$ cat src/hw/rtl/sfd_pkg.sv
// sfd_pkg: shared types and constants for the stereo feedback delay.
// Holds the sequencer states, the register indexes and the command struct.
// No dependencies.
package sfd_pkg;

  localparam int unsigned DelayRegBits = 23;
  localparam int unsigned GainBits     = 16;
  localparam int unsigned CfgDataBits  = 23;
  localparam int unsigned CfgIdxBits   = 3;

  localparam logic [GainBits-1:0]        GainUnity     = 16'd32768;
  localparam logic signed [GainBits-1:0] FeedbackLimit = 16'sd31130;

  localparam logic [DelayRegBits-1:0] DelayLeftRst  = 23'd3072000;
  localparam logic [DelayRegBits-1:0] DelayRightRst = 23'd4608000;
  localparam logic [GainBits-1:0]     DryGainRst    = 16'd32768;
  localparam logic [GainBits-1:0]     WetGainRst    = 16'd6554;
  localparam logic [GainBits-1:0]     FeedbackRst   = 16'd0;
  localparam logic [GainBits-1:0]     AlphaRst      = 16'd29878;

  typedef enum logic [CfgIdxBits-1:0] {
    CFG_DELAY_LEFT  = 3'd0,
    CFG_DELAY_RIGHT = 3'd1,
    CFG_DRY_GAIN    = 3'd2,
    CFG_WET_GAIN    = 3'd3,
    CFG_FEEDBACK    = 3'd4,
    CFG_ALPHA       = 3'd5
  } cfg_idx_e;

  typedef enum logic [3:0] {
    ST_IDLE,
    ST_ADDR,
    ST_RD_A,
    ST_RD_B,
    ST_INTERP,
    ST_TAP,
    ST_LP_MUL,
    ST_LP_SUM,
    ST_GAIN_MUL,
    ST_WRITE
  } state_e;

  typedef struct packed {
    logic load_x;
    logic calc_addr;
    logic rd_first;
    logic rd_second;
    logic interp;
    logic tap;
    logic lp_mul;
    logic lp_sum;
    logic gain_mul;
    logic commit;
  } cmd_t;

endpackage

$ cat src/hw/rtl/sfd_ctrl.sv
// sfd_ctrl: sequencer for one sample, plus the input and output handshakes.
// Depends on sfd_pkg (state_e, cmd_t).
module sfd_ctrl (
  input  logic          clk_i,
  input  logic          rst_ni,
  input  logic          in_valid_i,
  output logic          in_ready_o,
  output logic          out_valid_o,
  input  logic          out_ready_i,
  output sfd_pkg::cmd_t cmd_o
);
  import sfd_pkg::*;

  state_e state_q, state_d;
  logic   out_valid_q, out_valid_d;
  logic   slot_free;

  assign slot_free = !out_valid_q || out_ready_i;

  always_comb begin
    state_d = state_q;
    case (state_q)
      ST_IDLE:     if (in_valid_i) state_d = ST_ADDR;
      ST_ADDR:     state_d = ST_RD_A;
      ST_RD_A:     state_d = ST_RD_B;
      ST_RD_B:     state_d = ST_INTERP;
      ST_INTERP:   state_d = ST_TAP;
      ST_TAP:      state_d = ST_LP_MUL;
      ST_LP_MUL:   state_d = ST_LP_SUM;
      ST_LP_SUM:   state_d = ST_GAIN_MUL;
      ST_GAIN_MUL: state_d = ST_WRITE;
      ST_WRITE:    if (slot_free) state_d = ST_IDLE;
      default:     state_d = ST_IDLE;
    endcase
  end

  always_comb begin
    cmd_o           = '0;
    cmd_o.load_x    = (state_q == ST_IDLE) && in_valid_i;
    cmd_o.calc_addr = (state_q == ST_ADDR);
    cmd_o.rd_first  = (state_q == ST_RD_A);
    cmd_o.rd_second = (state_q == ST_RD_B);
    cmd_o.interp    = (state_q == ST_INTERP);
    cmd_o.tap       = (state_q == ST_TAP);
    cmd_o.lp_mul    = (state_q == ST_LP_MUL);
    cmd_o.lp_sum    = (state_q == ST_LP_SUM);
    cmd_o.gain_mul  = (state_q == ST_GAIN_MUL);
    cmd_o.commit    = (state_q == ST_WRITE) && slot_free;
    in_ready_o      = (state_q == ST_IDLE);
    out_valid_o     = out_valid_q;
  end

  always_comb begin
    out_valid_d = out_valid_q;
    if (cmd_o.commit) begin
      out_valid_d = 1'b1;
    end else if (out_ready_i) begin
      out_valid_d = 1'b0;
    end
  end

  always_ff @(posedge clk_i or negedge rst_ni) begin
    if (!rst_ni) begin
      state_q     <= ST_IDLE;
      out_valid_q <= 1'b0;
    end else begin
      state_q     <= state_d;
      out_valid_q <= out_valid_d;
    end
  end

endmodule

$ cat config.mk
export PLATFORM = sky130hd
export DESIGN_NAME = sfd_ctrl
export DESIGN_NICKNAME = d
export VERILOG_FILES = /design/src/hw/rtl/sfd_pkg.sv /design/src/hw/rtl/sfd_ctrl.sv
export SDC_FILE = /design/constraint.sdc
export NUM_CORES = 1
export LEC_CHECK = 0
export ABC_AREA = 1
export BUFFER_PORTS_ARGS = -buffer_cell sky130_fd_sc_hd__buf_4
export CAP_MARGIN = 10
export CORE_AREA = 2 2 39 41
export DETAILED_ROUTE_END_ITERATION = 7
export DIE_AREA = 0 0 41 43
export PLACE_DENSITY = 0.56
export RECOVER_POWER = 50
export SYNTH_ARGS = -nofsm -noshare
export SYNTH_HDL_FRONTEND = slang
export SYNTH_SLANG_ARGS = --single-unit
$ cat constraint.sdc
create_clock -name clk_i -period 1.8 [get_ports clk_i]
set_input_delay 0.54 -clock clk_i [delete_from_list [all_inputs] [get_ports clk_i]]
set_output_delay 0.54 -clock clk_i [all_outputs]
set_load 0.1 [all_outputs]
# [Word level (Yosys, flattened, before mapping)]
# Cells that the tools add are included.
[totals] output_inout_bits=12 register_bits=5 elab_cells=25
[op_classes] mux=5 reduce_logical=7 eq_ne=11
[ops] cell="4-bit case mux with 10 select lines" n=1
[ops] cell="4-bit by 3-bit equality test with 1-bit output, second input constant" n=4
[ops] cell="4-bit by 2-bit equality test with 1-bit output, second input constant" n=2
[ops] cell="4-bit equality test, second input constant" n=2
[ops] cell="4-bit two-way mux" n=2
[ops] cell="4-bit by 1-bit equality test with 1-bit output, second input constant" n=1
[ops] cell="4-bit zero test" n=1
[ops] cell="2-bit != test, second input constant" n=2
[ops] cell="1-bit logical AND" n=2
[ops] cell="1-bit two-way mux" n=2
[ops] cell="2-bit AND reduction" n=1
[ops] cell="2-bit nonzero test" n=1
[ops] cell="1-bit zero test" n=1
[ops] cell="1-bit logical OR" n=1

# [Longest topological paths before layout]
[depth] word_depth=4 ltp_mapped=5 ltp_nobuf=5

# [Least setup slack after synthesis]
# No wires, ideal clock.
[synth_timing] path_kind="reg2out" startpoint="reg state_q[2]" endpoint="out cmd_o[7] in the netlist's numbering" setup_slack_ns=-1.410 path_stages_with_launch=4 t_arrival_ns=2.670 t_required_ns=1.260 path_cell_list="dfrtp_1 > nor2_1 > inv_1 > nor3_1"
[synth_rtl] element="from (decl)" line="sfd_ctrl.sv:14" rtl="state_e state_q, state_d;"
[synth_rtl] element="from (signal assigned)" line="sfd_ctrl.sv:67" rtl="state_q <= state_d;"
[synth_rtl] element="to (decl)" line="sfd_ctrl.sv:10" rtl="output sfd_pkg::cmd_t cmd_o"

==> insert_results.sql <==
INSERT INTO impl_metrics (metric_group, metric, value, unit) VALUES
('status', 'run_status', 'finished with violations', ''),
('status', 'violated_checks', 'setup timing', ''),
('layout', 'antenna_fix_cells', '0', ''),
('layout', 'final_layout_size_suffix_gt1_share', '79.3', '%'),
('synth', 'synthesis.instances', '47', ''),
('clocking', 'cts-buffers-inserted', '3', ''),
('timing', 'grt_setup_unrepaired', 'true', ''),
('synth', 'post_synth.cell_area_avg', '7.03', 'um^2'),
('detailed_routing', 'wire_length_per_cell_after_detailed_routing', '12.7', 'um'),
('global_routing', 'largest_net_degree_at_the_start_of_global_routing', '6', ''),
('setup_path', 'regToRegStartpoint', 'state_q[1]', ''),
('timing', 'setup_ws', '-0.0301', 'ns'),
('timing', 'slew_violations', '0', ''),
('floorplanning', 'die_area', '1760', 'um^2'),
('clocking', 'cts_htree_levels', '1', ''),
('synth', 'yosysTopAreaCellShare', '37.9', '%'),
('global_routing', 'grt_pass1_vias', '455', ''),
('floorplanning', 'die_h', '43', 'um'),
('timing', 'clock.fmax', '546', 'MHz'),
('detailed_routing', 'first_iteration_detailed_routing_drc_count', '2', ''),
('detailed_routing', 'drt_pass1_iterations', '4', ''),
('setup_path', 'startpoint_type', 'register', ''),
('detailed_routing', 'route.met2.wl', '703', 'um'),
('layout', 'final_cell_mix', 'buf_4, nor2_4, buf_12, inv_1, dfrtp_2', ''),
('global_routing', 'grt.overflow.total', '0', ''),
('timing', 'slew_headroom', '79.0', '%'),
('detailed_routing', 'num_vias', '449', ''),
('floorplanning', 'initial_utilization', '23.9', '%'),
('detailed_routing', 'drc', '0', ''),
('clocking', 'hold_fix_buffer_count_after_cts', '0', ''),
('clocking', 'clk_lat_worst_skew', '0.23', 'ns'),
('synth', 'synth.top_cells.by_area', 'dfrtp_1, inv_1, nand2_1', ''),
('setup_path', 'timing.setup.critical_path_class', 'register to primary output', ''),
('detailed_routing', 'highest_layer', 'met4', ''),
('placement', 'detailed_place_hpwl', '627', 'um'),
('clocking', 'cts_tree', 'yes', ''),
('synth', 'postSynthRegisterBits', '5', ''),
('setup_path', 'path_max_fanout', '4', ''),
('setup_path', 'timing.critical_path.required', '1.26', 'ns'),
('layout', 'mostFrequentLayoutCell', 'buf_4', ''),
('synth', 'syn_nets', '51', ''),
('floorplanning', 'io_pins', '16', ''),
('setup_path', 'reg2reg_depth', '10', ''),
('synth', 'synthesis.area', '330', 'um^2'),
('layout', 'area.growth.synth_to_final', '163', '%'),
('global_routing', 'groute.usage.overall', '15.6', '%'),
('synth', 'yosysSeqAreaShare', '37.9', '%'),
('setup_path', 'worst_reg2reg_endpoint', 'out_valid_o', ''),
('timing', 'timing.final.crit_share', '102', '%'),
('timing', 'report.final.hold_viol_count', '0', ''),
('detailed_routing', 'finalWirelength', '1.24', 'mm'),
('synth', 'synthesis.yosys.warnings', '0', ''),
('placement', 'place.port_buffers', '15', ''),
('floorplanning', 'placeableCoreArea', '1380', 'um^2'),
('detailed_routing', 'antenna_left', '0', ''),
('setup_path', 'cp_endpoint_kind', 'primary output', ''),
('timing', 'skew', '0.00373', 'ns'),
('detailed_routing', 'routed_length_on_met3', '57', 'um'),
('placement', 'finalWeightedCongestion', '0.671', ''),
('clocking', 'clockRootBuffer', 'clkbuf_4', ''),
('timing', 'worst-slew-pin-transition', '0.314', 'ns'),
('layout', 'finish.net_count', '87', ''),
('placement', 'place_area', '548', 'um^2'),
('detailed_routing', 'routedLengthMet1', '430', 'um'),
('timing', 'final-setup-viol-count', '3', ''),
('synth', 'synth_top_cell_by_area', 'dfrtp_1', ''),
('run', 'max_cap_violations', '0', ''),
('setup_path', 'regToRegSetupSlack', '0.09', 'ns'),
('clocking', 'clock_sinks', '5', ''),
('layout', 'filler_cell_count', '105', ''),
('timing', 'final.min_clock_period', '1.83', 'ns'),
('layout', 'finalInstanceArea', '868', 'um^2'),
('clocking', 'clk_pin_slew_worst_paths', '0.04', 'ns'),
('floorplanning', 'die-width', '41', 'um'),
('detailed_routing', 'via_per_instance_ratio', '4.58', ''),
('setup_path', 'crit_arrival', '1.29', 'ns'),
('synth', 'ys_types', '14', ''),
('min_path', 'worst_hold_path_type', 'input port to async pin', ''),
('global_routing', 'grt_first_pass_wirelength', '1.80', 'mm'),
('placement', 'pre_cts_ws', '0.0489', 'ns'),
('clocking', 'cts-root-to-sink-buffers', '2', ''),
('global_routing', 'antenna_found_initial', '0', ''),
('floorplanning', 'row_cnt', '14', '');
[synth_stat cells]
cell / number
nor3_1: 4
nand2_1: 8
o21ai_1: 1
dfrtp_1: 5
o21ai_0: 1
buf_4: 1
nand3_2: 1
nor2_1: 8
inv_2: 1
a21oi_2: 1
inv_1: 10
nand2_2: 1
nor2_4: 2
nor2_2: 3
[routing by layer]
metal | track usage (%) | vias to the layer above
met4 | 12.7 | 0
met5 | 0 | -
li1 | - | 214
met1 | 15.5 | 210
met2 | 25.9 | 17
met3 | 2.62 | 8
[sequential cells by signal, indices dropped and copies added, names as in the netlist]
register / count
out_valid_o: 1
state_q: 4
[area by class of cell]
class | instances | area (um^2) | area share [%]
multi-input cells | 30 | 270 | 31.1
flip-flops and latches | 5 | 131 | 15.1
well taps | 16 | 20.0 | 2.31
clock buffers | 4 | 26.3 | 3.03
repair buffers | 32 | 373 | 42.9
inverters | 11 | 47.5 | 5.48
[cell families (layout without fill, tap and decap cells)]
logic type	count (synthesis)	in the layout	share of synthesized area [%]
AO/OA/AOI/OAI	3	3	5.68
AND/OR/NAND/NOR	27	27	41.7
buffers and inverters	12	47	14.8
flip-flops	5	5	37.9
[stage by stage]
stage | hold WS, ns | std cells | setup TNS, ns | util, %
finish | 0.144 | 98 | -0.0774 | 62.7
global route | 0.165 | 98 | -0.430 | 62.7
CTS | 0.0884 | 97 | -0.0710 | 59.2
detailed placement | 0.344 | 79 | 0 | 39.6
global placement | 0.342 | 79 | 0 | 39.6
floorplan | 0.244 | 47 | -0.612 | -
[worst max-delay path, cell delays in order (launching register included)]
cell and delay (ns):
dfrtp_2 0.48, nor2_4 0.14, inv_2 0.08, nor3_4 0.15, buf_12 0.20
[what timing repair did]
item	CTS	global route
resized for setup	37	13
endpoints found under the setup margin	11	12
pin swaps	6	5
buffers inserted	14	2
[worst max-delay path by stage]
stage                from       end  slack (ns)  cells after the start
6_report       state_q[2]  cmd_o[7]       -0.03                      4
5_1_grt        state_q[2]  cmd_o[7]       -0.08                      4
4_1_cts        state_q[3]  cmd_o[3]       -0.02                      4
3_5_place_dp   state_q[2]  cmd_o[9]        0.05                      4
3_3_place_gp   state_q[1]  cmd_o[9]        0.08                      4
2_1_floorplan  state_q[2]  cmd_o[7]       -0.20                      3
Power is left out: the tool's default activity adds up to more than one toggle a clock period on the data nets, which glitch-free logic cannot reach.
